`src/hw/rtl/orsa_pkg.sv`:
```
// shared constants, payload types and memory request type of the slot allocator
package orsa_pkg;

  localparam int unsigned SLOTS        = 32;
  localparam int unsigned IDX_W        = (SLOTS > 1) ? $clog2(SLOTS) : 1;
  localparam int unsigned COUNT_W      = $clog2(SLOTS + 1);
  localparam int unsigned STAMP_W      = 32;
  localparam int unsigned SLOT_FIELD_W = 5;
  localparam int unsigned CMP_W        = (COUNT_W > SLOT_FIELD_W) ? COUNT_W : SLOT_FIELD_W;

  typedef enum logic [1:0] {
    OP_SPAWN   = 2'd0,
    OP_RELEASE = 2'd1,
    OP_CLEAR   = 2'd2
  } op_e;

  typedef struct packed {
    op_e                     op;
    logic [SLOT_FIELD_W-1:0] target_slot;
  } req_t;

  typedef struct packed {
    logic [SLOT_FIELD_W-1:0] chosen_slot;
    logic                    evicted;
    logic                    accepted;
  } rsp_t;

  typedef struct packed {
    logic               mark;
    logic [STAMP_W-1:0] stamp;
  } entry_t;

  typedef struct packed {
    logic             re;
    logic [IDX_W-1:0] raddr;
    logic             we;
    logic [IDX_W-1:0] waddr;
    entry_t           wdata;
  } mem_req_t;

endpackage

```
`src/hw/rtl/orsa_mem.sv`:
```
// slot table memory: active mark and spawn stamp per slot, one read and one write port
module orsa_mem (
  input  logic              clk_i,
  input  orsa_pkg::mem_req_t mem_req_i,
  output orsa_pkg::entry_t   rd_data_o
);
  import orsa_pkg::*;

  entry_t mem_q [SLOTS];
  entry_t rd_data_q;

  always_ff @(posedge clk_i) begin
    if (mem_req_i.we) begin
      mem_q[mem_req_i.waddr] <= mem_req_i.wdata;
    end
    if (mem_req_i.re) begin
      rd_data_q <= mem_q[mem_req_i.raddr];
    end
  end

  assign rd_data_o = rd_data_q;

endmodule

```
`src/hw/rtl/orsa_ctrl.sv`:
```
// request sequencer: slot scan, oldest-stamp search, read-modify-write and result register
module orsa_ctrl (
  input  logic               clk_i,
  input  logic               rst_ni,
  input  logic               start_i,
  input  orsa_pkg::req_t     req_i,
  output logic               busy_o,
  output logic               done_o,
  output orsa_pkg::rsp_t     rsp_o,
  input  orsa_pkg::entry_t   rd_data_i,
  output orsa_pkg::mem_req_t mem_req_o
);
  import orsa_pkg::*;

  localparam logic [1:0] ST_IDLE = 2'd0;
  localparam logic [1:0] ST_SCAN = 2'd1;
  localparam logic [1:0] ST_RMW  = 2'd2;
  localparam logic [1:0] ST_FIN  = 2'd3;

  logic [1:0]         state_q, state_d;
  logic [COUNT_W-1:0] count_q, count_d;
  logic [STAMP_W-1:0] stamp_q, stamp_d;
  logic [COUNT_W-1:0] iss_idx_q, iss_idx_d;
  logic               cmp_vld_q, cmp_vld_d;
  logic [IDX_W-1:0]   cmp_idx_q, cmp_idx_d;
  logic [STAMP_W-1:0] lowest_q, lowest_d;
  logic [IDX_W-1:0]   best_q, best_d;
  logic [IDX_W-1:0]   wr_addr_q, wr_addr_d;
  entry_t             wr_entry_q, wr_entry_d;
  logic               append_q, append_d;
  logic               spawn_q, spawn_d;
  logic               evict_q, evict_d;
  logic               done_q, done_d;
  rsp_t               rsp_q, rsp_d;

  logic found, last, better, release_ok;

  // data returned this cycle belongs to the slot read last cycle
  assign found      = cmp_vld_q && !rd_data_i.mark;
  assign last       = cmp_vld_q && ((COUNT_W'(cmp_idx_q) + COUNT_W'(1)) == count_q);
  assign better     = cmp_vld_q && rd_data_i.mark && (rd_data_i.stamp < lowest_q);
  assign release_ok = CMP_W'(req_i.target_slot) < CMP_W'(count_q);

  always_comb begin
    state_d    = state_q;
    count_d    = count_q;
    stamp_d    = stamp_q;
    iss_idx_d  = iss_idx_q;
    cmp_vld_d  = 1'b0;
    cmp_idx_d  = cmp_idx_q;
    lowest_d   = lowest_q;
    best_d     = best_q;
    wr_addr_d  = wr_addr_q;
    wr_entry_d = wr_entry_q;
    append_d   = append_q;
    spawn_d    = spawn_q;
    evict_d    = evict_q;
    done_d     = 1'b0;
    rsp_d      = rsp_q;
    mem_req_o  = '0;

    case (state_q)
      ST_IDLE: begin
        if (start_i) begin
          case (req_i.op)
            OP_SPAWN: begin
              spawn_d   = 1'b1;
              evict_d   = 1'b0;
              iss_idx_d = '0;
              lowest_d  = '1;
              best_d    = '0;
              if (count_q == '0) begin
                wr_addr_d        = '0;
                wr_entry_d.mark  = 1'b1;
                wr_entry_d.stamp = stamp_q;
                append_d         = 1'b1;
                state_d          = ST_FIN;
              end else begin
                append_d = 1'b0;
                state_d  = ST_SCAN;
              end
            end
            OP_RELEASE: begin
              if (release_ok) begin
                mem_req_o.re    = 1'b1;
                mem_req_o.raddr = IDX_W'(req_i.target_slot);
                wr_addr_d       = IDX_W'(req_i.target_slot);
                spawn_d         = 1'b0;
                append_d        = 1'b0;
                evict_d         = 1'b0;
                state_d         = ST_RMW;
              end else begin
                rsp_d.chosen_slot = req_i.target_slot;
                rsp_d.evicted     = 1'b0;
                rsp_d.accepted    = 1'b0;
                done_d            = 1'b1;
              end
            end
            OP_CLEAR: begin
              count_d           = '0;
              stamp_d           = '0;
              rsp_d.chosen_slot = '0;
              rsp_d.evicted     = 1'b0;
              rsp_d.accepted    = 1'b1;
              done_d            = 1'b1;
            end
            default: begin
              rsp_d  = '0;
              done_d = 1'b1;
            end
          endcase
        end
      end
      ST_SCAN: begin
        if (found) begin
          wr_addr_d        = cmp_idx_q;
          wr_entry_d.mark  = 1'b1;
          wr_entry_d.stamp = stamp_q;
          state_d          = ST_FIN;
        end else if (last) begin
          if (count_q < COUNT_W'(SLOTS)) begin
            wr_addr_d = IDX_W'(count_q);
            append_d  = 1'b1;
          end else begin
            wr_addr_d = better ? cmp_idx_q : best_q;
            evict_d   = 1'b1;
          end
          wr_entry_d.mark  = 1'b1;
          wr_entry_d.stamp = stamp_q;
          state_d          = ST_FIN;
        end else begin
          if (better) begin
            lowest_d = rd_data_i.stamp;
            best_d   = cmp_idx_q;
          end
          if (iss_idx_q < count_q) begin
            mem_req_o.re    = 1'b1;
            mem_req_o.raddr = iss_idx_q[IDX_W-1:0];
            cmp_vld_d       = 1'b1;
            cmp_idx_d       = iss_idx_q[IDX_W-1:0];
            iss_idx_d       = iss_idx_q + COUNT_W'(1);
          end
        end
      end
      ST_RMW: begin
        wr_entry_d.mark  = 1'b0;
        wr_entry_d.stamp = rd_data_i.stamp;
        state_d          = ST_FIN;
      end
      ST_FIN: begin
        mem_req_o.we      = 1'b1;
        mem_req_o.waddr   = wr_addr_q;
        mem_req_o.wdata   = wr_entry_q;
        rsp_d.chosen_slot = SLOT_FIELD_W'(wr_addr_q);
        rsp_d.evicted     = evict_q;
        rsp_d.accepted    = 1'b1;
        done_d            = 1'b1;
        if (spawn_q) begin
          stamp_d = stamp_q + STAMP_W'(1);
        end
        if (append_q) begin
          count_d = count_q + COUNT_W'(1);
        end
        state_d = ST_IDLE;
      end
      default: begin
        state_d = ST_IDLE;
      end
    endcase
  end

  always_ff @(posedge clk_i or negedge rst_ni) begin
    if (!rst_ni) begin
      state_q   <= ST_IDLE;
      count_q   <= '0;
      stamp_q   <= '0;
      cmp_vld_q <= 1'b0;
      done_q    <= 1'b0;
    end else begin
      state_q   <= state_d;
      count_q   <= count_d;
      stamp_q   <= stamp_d;
      cmp_vld_q <= cmp_vld_d;
      done_q    <= done_d;
    end
  end

  always_ff @(posedge clk_i) begin
    iss_idx_q  <= iss_idx_d;
    cmp_idx_q  <= cmp_idx_d;
    lowest_q   <= lowest_d;
    best_q     <= best_d;
    wr_addr_q  <= wr_addr_d;
    wr_entry_q <= wr_entry_d;
    append_q   <= append_d;
    spawn_q    <= spawn_d;
    evict_q    <= evict_d;
    rsp_q      <= rsp_d;
  end

  assign busy_o = (state_q != ST_IDLE);
  assign done_o = done_q;
  assign rsp_o  = rsp_q;

endmodule

```
`src/hw/rtl/oldest_replacing_slot_allocator.sv`:
```
// clear, ignored release and unused op are answered from idle; release reads the
// slot and writes it back; spawn scans to the first free slot or through all used
// slots (none on an empty pool), reading one slot per cycle through the table read port
// the next item is taken in the cycle its predecessor's result shows
// reset: used count and stamp counter go to zero; the slot table is not cleared
// and needs no clearing pass, entries at or above the used count are never read
module oldest_replacing_slot_allocator (
  input  logic           clk_i,
  input  logic           rst_ni,
  input  logic           start,
  input  orsa_pkg::req_t req_i,
  output logic           busy,
  output logic           done_o,
  output orsa_pkg::rsp_t rsp_o
);
  import orsa_pkg::*;

  // table traffic between sequencer and slot memory
  mem_req_t mem_req;
  entry_t   rd_data;

  // sequencer: spawn scans slots below the used count, one read per cycle,
  // stopping on the first inactive slot while tracking the lowest active stamp;
  // release is a read-modify-write that clears the mark and keeps the stamp
  orsa_ctrl u_ctrl (
    .clk_i     (clk_i),
    .rst_ni    (rst_ni),
    .start_i   (start),
    .req_i     (req_i),
    .busy_o    (busy),
    .done_o    (done_o),
    .rsp_o     (rsp_o),
    .rd_data_i (rd_data),
    .mem_req_o (mem_req)
  );

  // slot table, registered read; the sequencer never reads and writes the
  // same cycle, so no forwarding path is needed
  orsa_mem u_mem (
    .clk_i     (clk_i),
    .mem_req_i (mem_req),
    .rd_data_o (rd_data)
  );

endmodule

```
`config.mk`:
```
export PLATFORM = sky130hd
export DESIGN_NAME = oldest_replacing_slot_allocator
export DESIGN_NICKNAME = d
export VERILOG_FILES = /design/src/hw/rtl/orsa_pkg.sv /design/src/hw/rtl/orsa_mem.sv /design/src/hw/rtl/orsa_ctrl.sv /design/src/hw/rtl/oldest_replacing_slot_allocator.sv
export SDC_FILE = /design/constraint.sdc
export NUM_CORES = 1
export LEC_CHECK = 0
export ABC_AREA = 0
export BUFFER_PORTS_ARGS = -buffer_cell sky130_fd_sc_hd__buf_2
export CAP_MARGIN = 20
export CELL_PAD_IN_SITES_DETAIL_PLACEMENT = 1
export CELL_PAD_IN_SITES_GLOBAL_PLACEMENT = 1
export CORE_UTILIZATION = 50
export DETAILED_ROUTE_END_ITERATION = 8
export PLACE_DENSITY_LB_ADDON = 0.1
export SYNTH_ARGS = -nofsm -noshare
export SYNTH_HDL_FRONTEND = slang
export SYNTH_SLANG_ARGS = --single-unit
```
`constraint.sdc`:
```
create_clock -name clk_i -period 12.45 [get_ports clk_i]
set_input_delay 0.6225 -clock clk_i [delete_from_list [all_inputs] [get_ports clk_i]]
set_output_delay 0.6225 -clock clk_i [all_outputs]
set_load 0.01 [all_outputs]
```
==> results.cfg, run 1 <==
[floorplanning]
die_h_um = 325.4
start_util_pct = 50.45
die_w_um = 325.4
coreArea_um2 = 103600
rows = 118
die_area_um2 = 105900
num_io_pins = 19

[detailed_routing]
drt-met1-wl_um = 72300
first_pass_iters = 6
vias = 36480
wl_met3_um = 17650
routed_wl_um = 179800
met2_length_um = 82250
viasPerCell = 7.242
wl_per_cell_um = 35.69
top_layer = met4
drtIter0Drc = 5102
postRouteAntennaNets = 0
drc = 0

[hold_path]
hp-class = input pin to async pin

[sta]
skew_ps = 38.00
drv_slew = 207
min_period_over_period_pct = 49.28
relSlewSlack_pct = -43.62
fin_hold_ws_ps = 20.80
fmaxAchievable_mhz = 163.0
rsz0062_at_grt = false
final.min_clock_period_ps = 6135
worst_pin_slew_ps = 2154
setup_tns_ps = 0
setup_viol = 0
hold_violations = 0

[logic_synthesis]
yosysWarnings = 0
synth_seq_cells = 1227
synth-edff-count = 1185
synth.yosys.seq_area_share_pct = 70.06
synth_top_cell_area_share_pct = 68.05
ys_async_sr_fraction_pct = 3.423
synth_area_per_cell_um2 = 14.19
synth_ff_type = edfxtp_1
synth_fp_nets = 3747
syn_inst = 3684
yosysTopAreaCell = edfxtp_1
syn_area_um2 = 52290
synth.distinct_cells = 61
synth_area_leaders = edfxtp_1, o21ai_0, a32o_1

[status]
violations = max-slew violations
outcome = finished, violations left

[clocking]
cts_resized = 0
clkTransAtPathRegs_ps = 60
cts_tree = yes
ctsLongestPathBuffers = 3
holdBufCountCts = 0
cts_setup_buffers = 0
clock_latency_ps = 760
root_buffer = clkbuf_16
htreeDepth = 4
cts_sinks = 1227
cts_made_buffers = 132

[finish]
final_core_util_pct = 55.89
fin_nets = 3619
drive_gt1_share_pct = 10.25
syn2layout_area_growth_pct = 10.78
design_area_um2 = 57930
layout_commonest_cell = edfxtp_1
final_cell_mix = edfxtp_1, o21ai_0, nand3_1

[place]
portBuffers = 18
postPlaceCellArea_um2 = 53650
hpwl_um = 85240
gp_congestion = 0.8318

[critical_path]
crit_chain = inv_1 > ha_2 > buf_4 > inv_1 > nor2_1 > nand2_1 > a211oi_4 > buf_4 > buf_4 > buf_4 > nor2_4 > buf_4 > a211oi_1 > o21ai_0 > and4_1
critPathMostFrequentCell = buf_4
critPathKind = flop to flop
arrival_ps = 6640
cpPeakStageDelay_ps = 830
cp-end-kind = flop
cp_slowest_cell = buf_4
crit_fanout = 64
cp-start-kind = flop
cp.required_ps = 12950

[grt]
grt_first_pass_wirelength_um = 258200
track_usage_pct = 33.54
grt_pass1_vias = 36660
grt-ovfl-total = 0
grt_max_degree = 301
antenna_found_initial = 1

[pwr]
report.power.total_mw = 12.71
vdd_drop_max_v = 0.0001676
leakagePower_nw = 18.56
p_per_area_nw_per_um2 = 219.5

[flow_run]
drv_cap = 0
[cells in the mapped netlist (4+ instances only)]
cell	instances
nand2_1	55
ha_1	53
buf_4	11
a21oi_1	22
xor2_1	22
dfrtp_1	42
nor3_1	13
o2111a_1	4
edfxtp_1	1185
nor2b_1	7
or3_1	7
and3_1	80
nand2b_1	38
a211oi_1	71
o21a_1	4
nand4_1	14
a32o_1	232
o21ai_0	529
o31a_1	5
clkbuf_1	289
mux2_2	30
nor2_1	86
a22oi_1	67
buf_2	53
inv_1	53
and2_1	40
a31oi_1	5
or2_2	5
a222oi_1	33
nor4_1	4
a22o_1	4
a311oi_1	232
xnor2_1	17
o211ai_1	8
buf_1	10
and4_1	37
a32oi_1	6
a21o_1	12
nand3_1	265
[where the power goes]
part	internal, mW	leakage [nW]	total (mW)	switching, mW
clock network	2.13	1.97	3.76	1.63
logic	1.03	5.04	3.34	2.31
registers	5.38	11.6	5.61	0.238
total	8.54	18.6	12.7	4.17
[critical path: cells and delay by family (launching register included)]
kind / cells / cell delay, ps
fa+ha+maj: 1 / 170
flops: 1 / 400
compound gates: 3 / 800
buf+inv: 7 / 3400
simple gates: 4 / 930
[cells by family after synthesis]
kind of cell	synth area share, %
AOI/OAI and AO/OA	17.32
DFF	70.06
and+or+nand+nor	6.788
buffers and inverters	3.242
adders and majority gates	1.268
xor gates and xnor gates	0.6532
muxes	0.6652
[worst paths after layout]
| path | cells past startpoint | slack (ps) | endpoint | startpoint |
|---|---|---|---|---|
| max | 15 | 6320 | u_mem.rd_data_o[13] | u_ctrl.state_q[1] |
| min | 2 | 20 | u_ctrl.done_o | rst_ni |
| max reg2reg | 15 | 6320 | u_mem.rd_data_o[13] | u_ctrl.state_q[1] |
| min reg2reg | 2 | 550 | u_ctrl.stamp_q[31] | u_ctrl.stamp_q[31] |
| max in group asynchronous | 2 | 11930 | u_ctrl.stamp_q[29] | rst_ni |
| min in group clk_i | 3 | 320 | u_ctrl.rsp_o[0] | req_i[6] |
[state kept, by name, summed over array words and instances (netlist names)]
name               flops
u_mem.rd_data_o       33
u_ctrl.lowest_q       32
u_ctrl.rsp_o           7
u_ctrl.stamp_q        32
u_mem.mem_q         1056
u_ctrl.wr_addr_q       5
u_ctrl.spawn_q         1
u_ctrl.cmp_idx_q       5
u_ctrl.evict_q         1
u_ctrl.best_q          5
u_ctrl.cmp_vld_q       1
u_ctrl.append_q        1
u_ctrl.wr_entry_q     33
u_ctrl.done_o          1
u_ctrl.iss_idx_q       6
u_ctrl.count_q         6
u_ctrl.state_q         2
[layout make-up]
cell class / instances / area [um^2]
multi-input cells: 2038 / 14370
well taps: 1380 / 1727
diodes: 1 / 2.502
clock buffers: 172 / 3536
flip-flops and latches: 1227 / 36640
clock inverters: 63 / 523.0
fillers: 9738 / 45720
inverters: 54 / 202.7
repair buffers: 103 / 935.9
[layer usage]
metal | global-route usage [%] | up-vias
met4 | 13.90 | 0
met1 | 46.98 | 19200
met2 | 51.61 | 2058
li1 | - | 14810
met5 | 0 | -
met3 | 6.415 | 410
[per-stage QoR]
| step | instances | setup WS (ps) |
|---|---|---|
| 3_5_place_dp | 4793 | 6518 |
| 6_report | 5038 | 6315 |
| 2_1_floorplan | 3684 | 8121 |
| 5_1_grt | 5037 | 6051 |
| 4_1_cts | 5028 | 6474 |
| 3_3_place_gp | 4792 | 6735 |
(Power assumes the default switching activity.)
==> run 2, diff against run 1 <==
==> constraint.sdc (replaced) <==
create_clock -name clk_i -period 5.7 [get_ports clk_i]
set_input_delay 0.285 -clock clk_i [delete_from_list [all_inputs] [get_ports clk_i]]
set_output_delay 0.285 -clock clk_i [all_outputs]
set_load 0.01 [all_outputs]
==> results.cfg, run 2 (same netlist as run 1, synthesis figures left out) <==
[detailed_routing]
drtIter0Drc = 4884
viasPerCell = 7.170
routed_wl_um = 179700
postRouteAntennaNets = 0
vias = 36590
first_pass_iters = 6
wl_per_cell_um = 35.21
drc = 0

[critical_path]
arrival_ps = 5210
r2r_end = u_mem.rd_data_o[11]
r2r-start = u_ctrl.iss_idx_q[3]
cp-start-kind = flop
cp_slowest_cell = o211a_4
cp-end-kind = flop
critPathKind = flop to flop
crit_chain = ha_1 > a2111oi_1 > o31a_1 > o211a_4 > buf_12 > buf_4 > o21ai_0 > a32o_1 > a222oi_1 > and4_1
cpPeakStageDelay_ps = 700
cp_top_family = compound AO/OA/AOI/OAI gates
reg2reg_depth = 10
crit_fanout = 60
cp.buffers_inverters = 2
ff2ff_setup_slack_ps = 1110
cp.required_ps = 6320

[finish]
design_area_um2 = 59320
layout_commonest_cell = edfxtp_1
stdcell_count = 5103
fin_nets = 3677
drive_gt1_share_pct = 11.60
fill_cells = 9680
syn2layout_area_growth_pct = 13.44
diodes = 0
largest-register = u_mem.mem_q
largest_reg_flops = 1056
final_cell_mix = edfxtp_1, o21ai_0, nand3_1

[floorplanning]
num_io_pins = 19
rows = 118
coreArea_um2 = 103600
die_area_um2 = 105900
die_w_um = 325.4
die_h_um = 325.4
start_util_pct = 50.45

[sta]
min_period_over_period_pct = 80.59
drv_slew = 0
final.min_clock_period_ps = 4593
hold_violations = 0
fin_hold_ws_ps = 54.64
fmaxAchievable_mhz = 217.7
relSlewSlack_pct = 11.25
setup_ws_ps = 1107
setup_viol = 0
worst_pin_slew_ps = 1331
skew_ps = 33.75
setup_tns_ps = 0
rsz0062_at_grt = false

[place]
portBuffers = 18
postPlaceCellArea_um2 = 54500
hpwl_um = 95640
place_ws_ps = 1264
gp_congestion = 0.8494
dp_cells = 4834

[status]
outcome = completed

[pwr]
seqPwrFrac_pct = 42.8
vdd_drop_max_v = 0.0004040
leakagePower_nw = 19.17
comb_power_share_pct = 27.3
switching_power_mw = 9.361
p_clk_share_pct = 29.9
intPower_mw = 19.22
switching_share_pct = 32.75
p_per_area_nw_per_um2 = 481.8

[hold_path]
hold-path-cell-count = 2
worstHoldStart = req_i[3]
hp-class = input pin to flop
hold_end = u_ctrl.rsp_o[5]

[clocking]
htreeDepth = 4
clock_latency_ps = 770
cts_setup_buffers = 0
cts_tree = yes
root_buffer = clkbuf_16
cts_made_buffers = 134
cts_sinks = 1227
ctsLongestPathBuffers = 3
clkTransAtPathRegs_ps = 60

[grt]
grt-ovfl-total = 0
grt_first_pass_wirelength_um = 257300
grt_max_degree = 218
track_usage_pct = 33.41
antenna_found_initial = 4
grt_pass1_vias = 36770

[flow_run]
drv_cap = 0
## run 2: timing repair
action	in CTS	in global routing
gates resized for setup	0	0
hold endpoints to repair	47	0
hold buffers	5	0
## run 2: worst max path at each step
stage | start | end | slack (ps) | cells after the start
after floorplan | u_mem.rd_data_o[9] | u_ctrl.lowest_q[0] | 1370 | 8
after global placement | u_ctrl.count_q[4] | u_mem.rd_data_o[9] | 1350 | 11
after detailed placement | u_ctrl.iss_idx_q[3] | u_mem.rd_data_o[11] | 1260 | 10
after CTS | u_ctrl.iss_idx_q[3] | u_mem.rd_data_o[11] | 1220 | 10
after global routing | u_ctrl.iss_idx_q[3] | u_mem.rd_data_o[11] | 830 | 10
final | u_ctrl.iss_idx_q[3] | u_mem.rd_data_o[11] | 1110 | 10
## run 2: power by group through the flow
stage / Clock, mW / Combinational (mW) / Sequential (mW)
3_3_place_gp: 0 / 7.03 / 12.4
5_1_grt: 8.88 / 8.23 / 12.3
4_1_cts: 8.62 / 7.41 / 12.2
2_1_floorplan: 0 / 4.57 / 12.1
3_5_place_dp: 0 / 7.35 / 12.4
6_report: 8.54 / 7.80 / 12.2
## run 2: routing by layer
metal	part of all wire, %	wire (um)	vias up	GRT usage, %
li1	-	-	14950	-
met1	41	73540	19230	46.81
met2	46	83120	2015	51.85
met3	9.1	16370	389	6.275
met4	3.7	6630	2	13.01
met5	0.0056	10	-	0
## run 2: layout make-up
cell class	instances	area [um^2]	share of cell area [%]
repair buffers	159	2127	3.586
well taps	1380	1727	2.911
inverters	54	202.7	0.3417
clock buffers	175	3643	6.142
clock inverters	70	626.9	1.057
multi-input cells	2038	14360	24.21
flip-flops and latches	1227	36640	61.76
## run 2: through the flow
stage                     total power, mW  utilization, %
final                               28.58           57.24
after global routing                29.40           57.24
after CTS                           28.27           56.75
after detailed placement            19.76           52.58
after global placement              19.41           52.56
after floorplan                     16.71               -
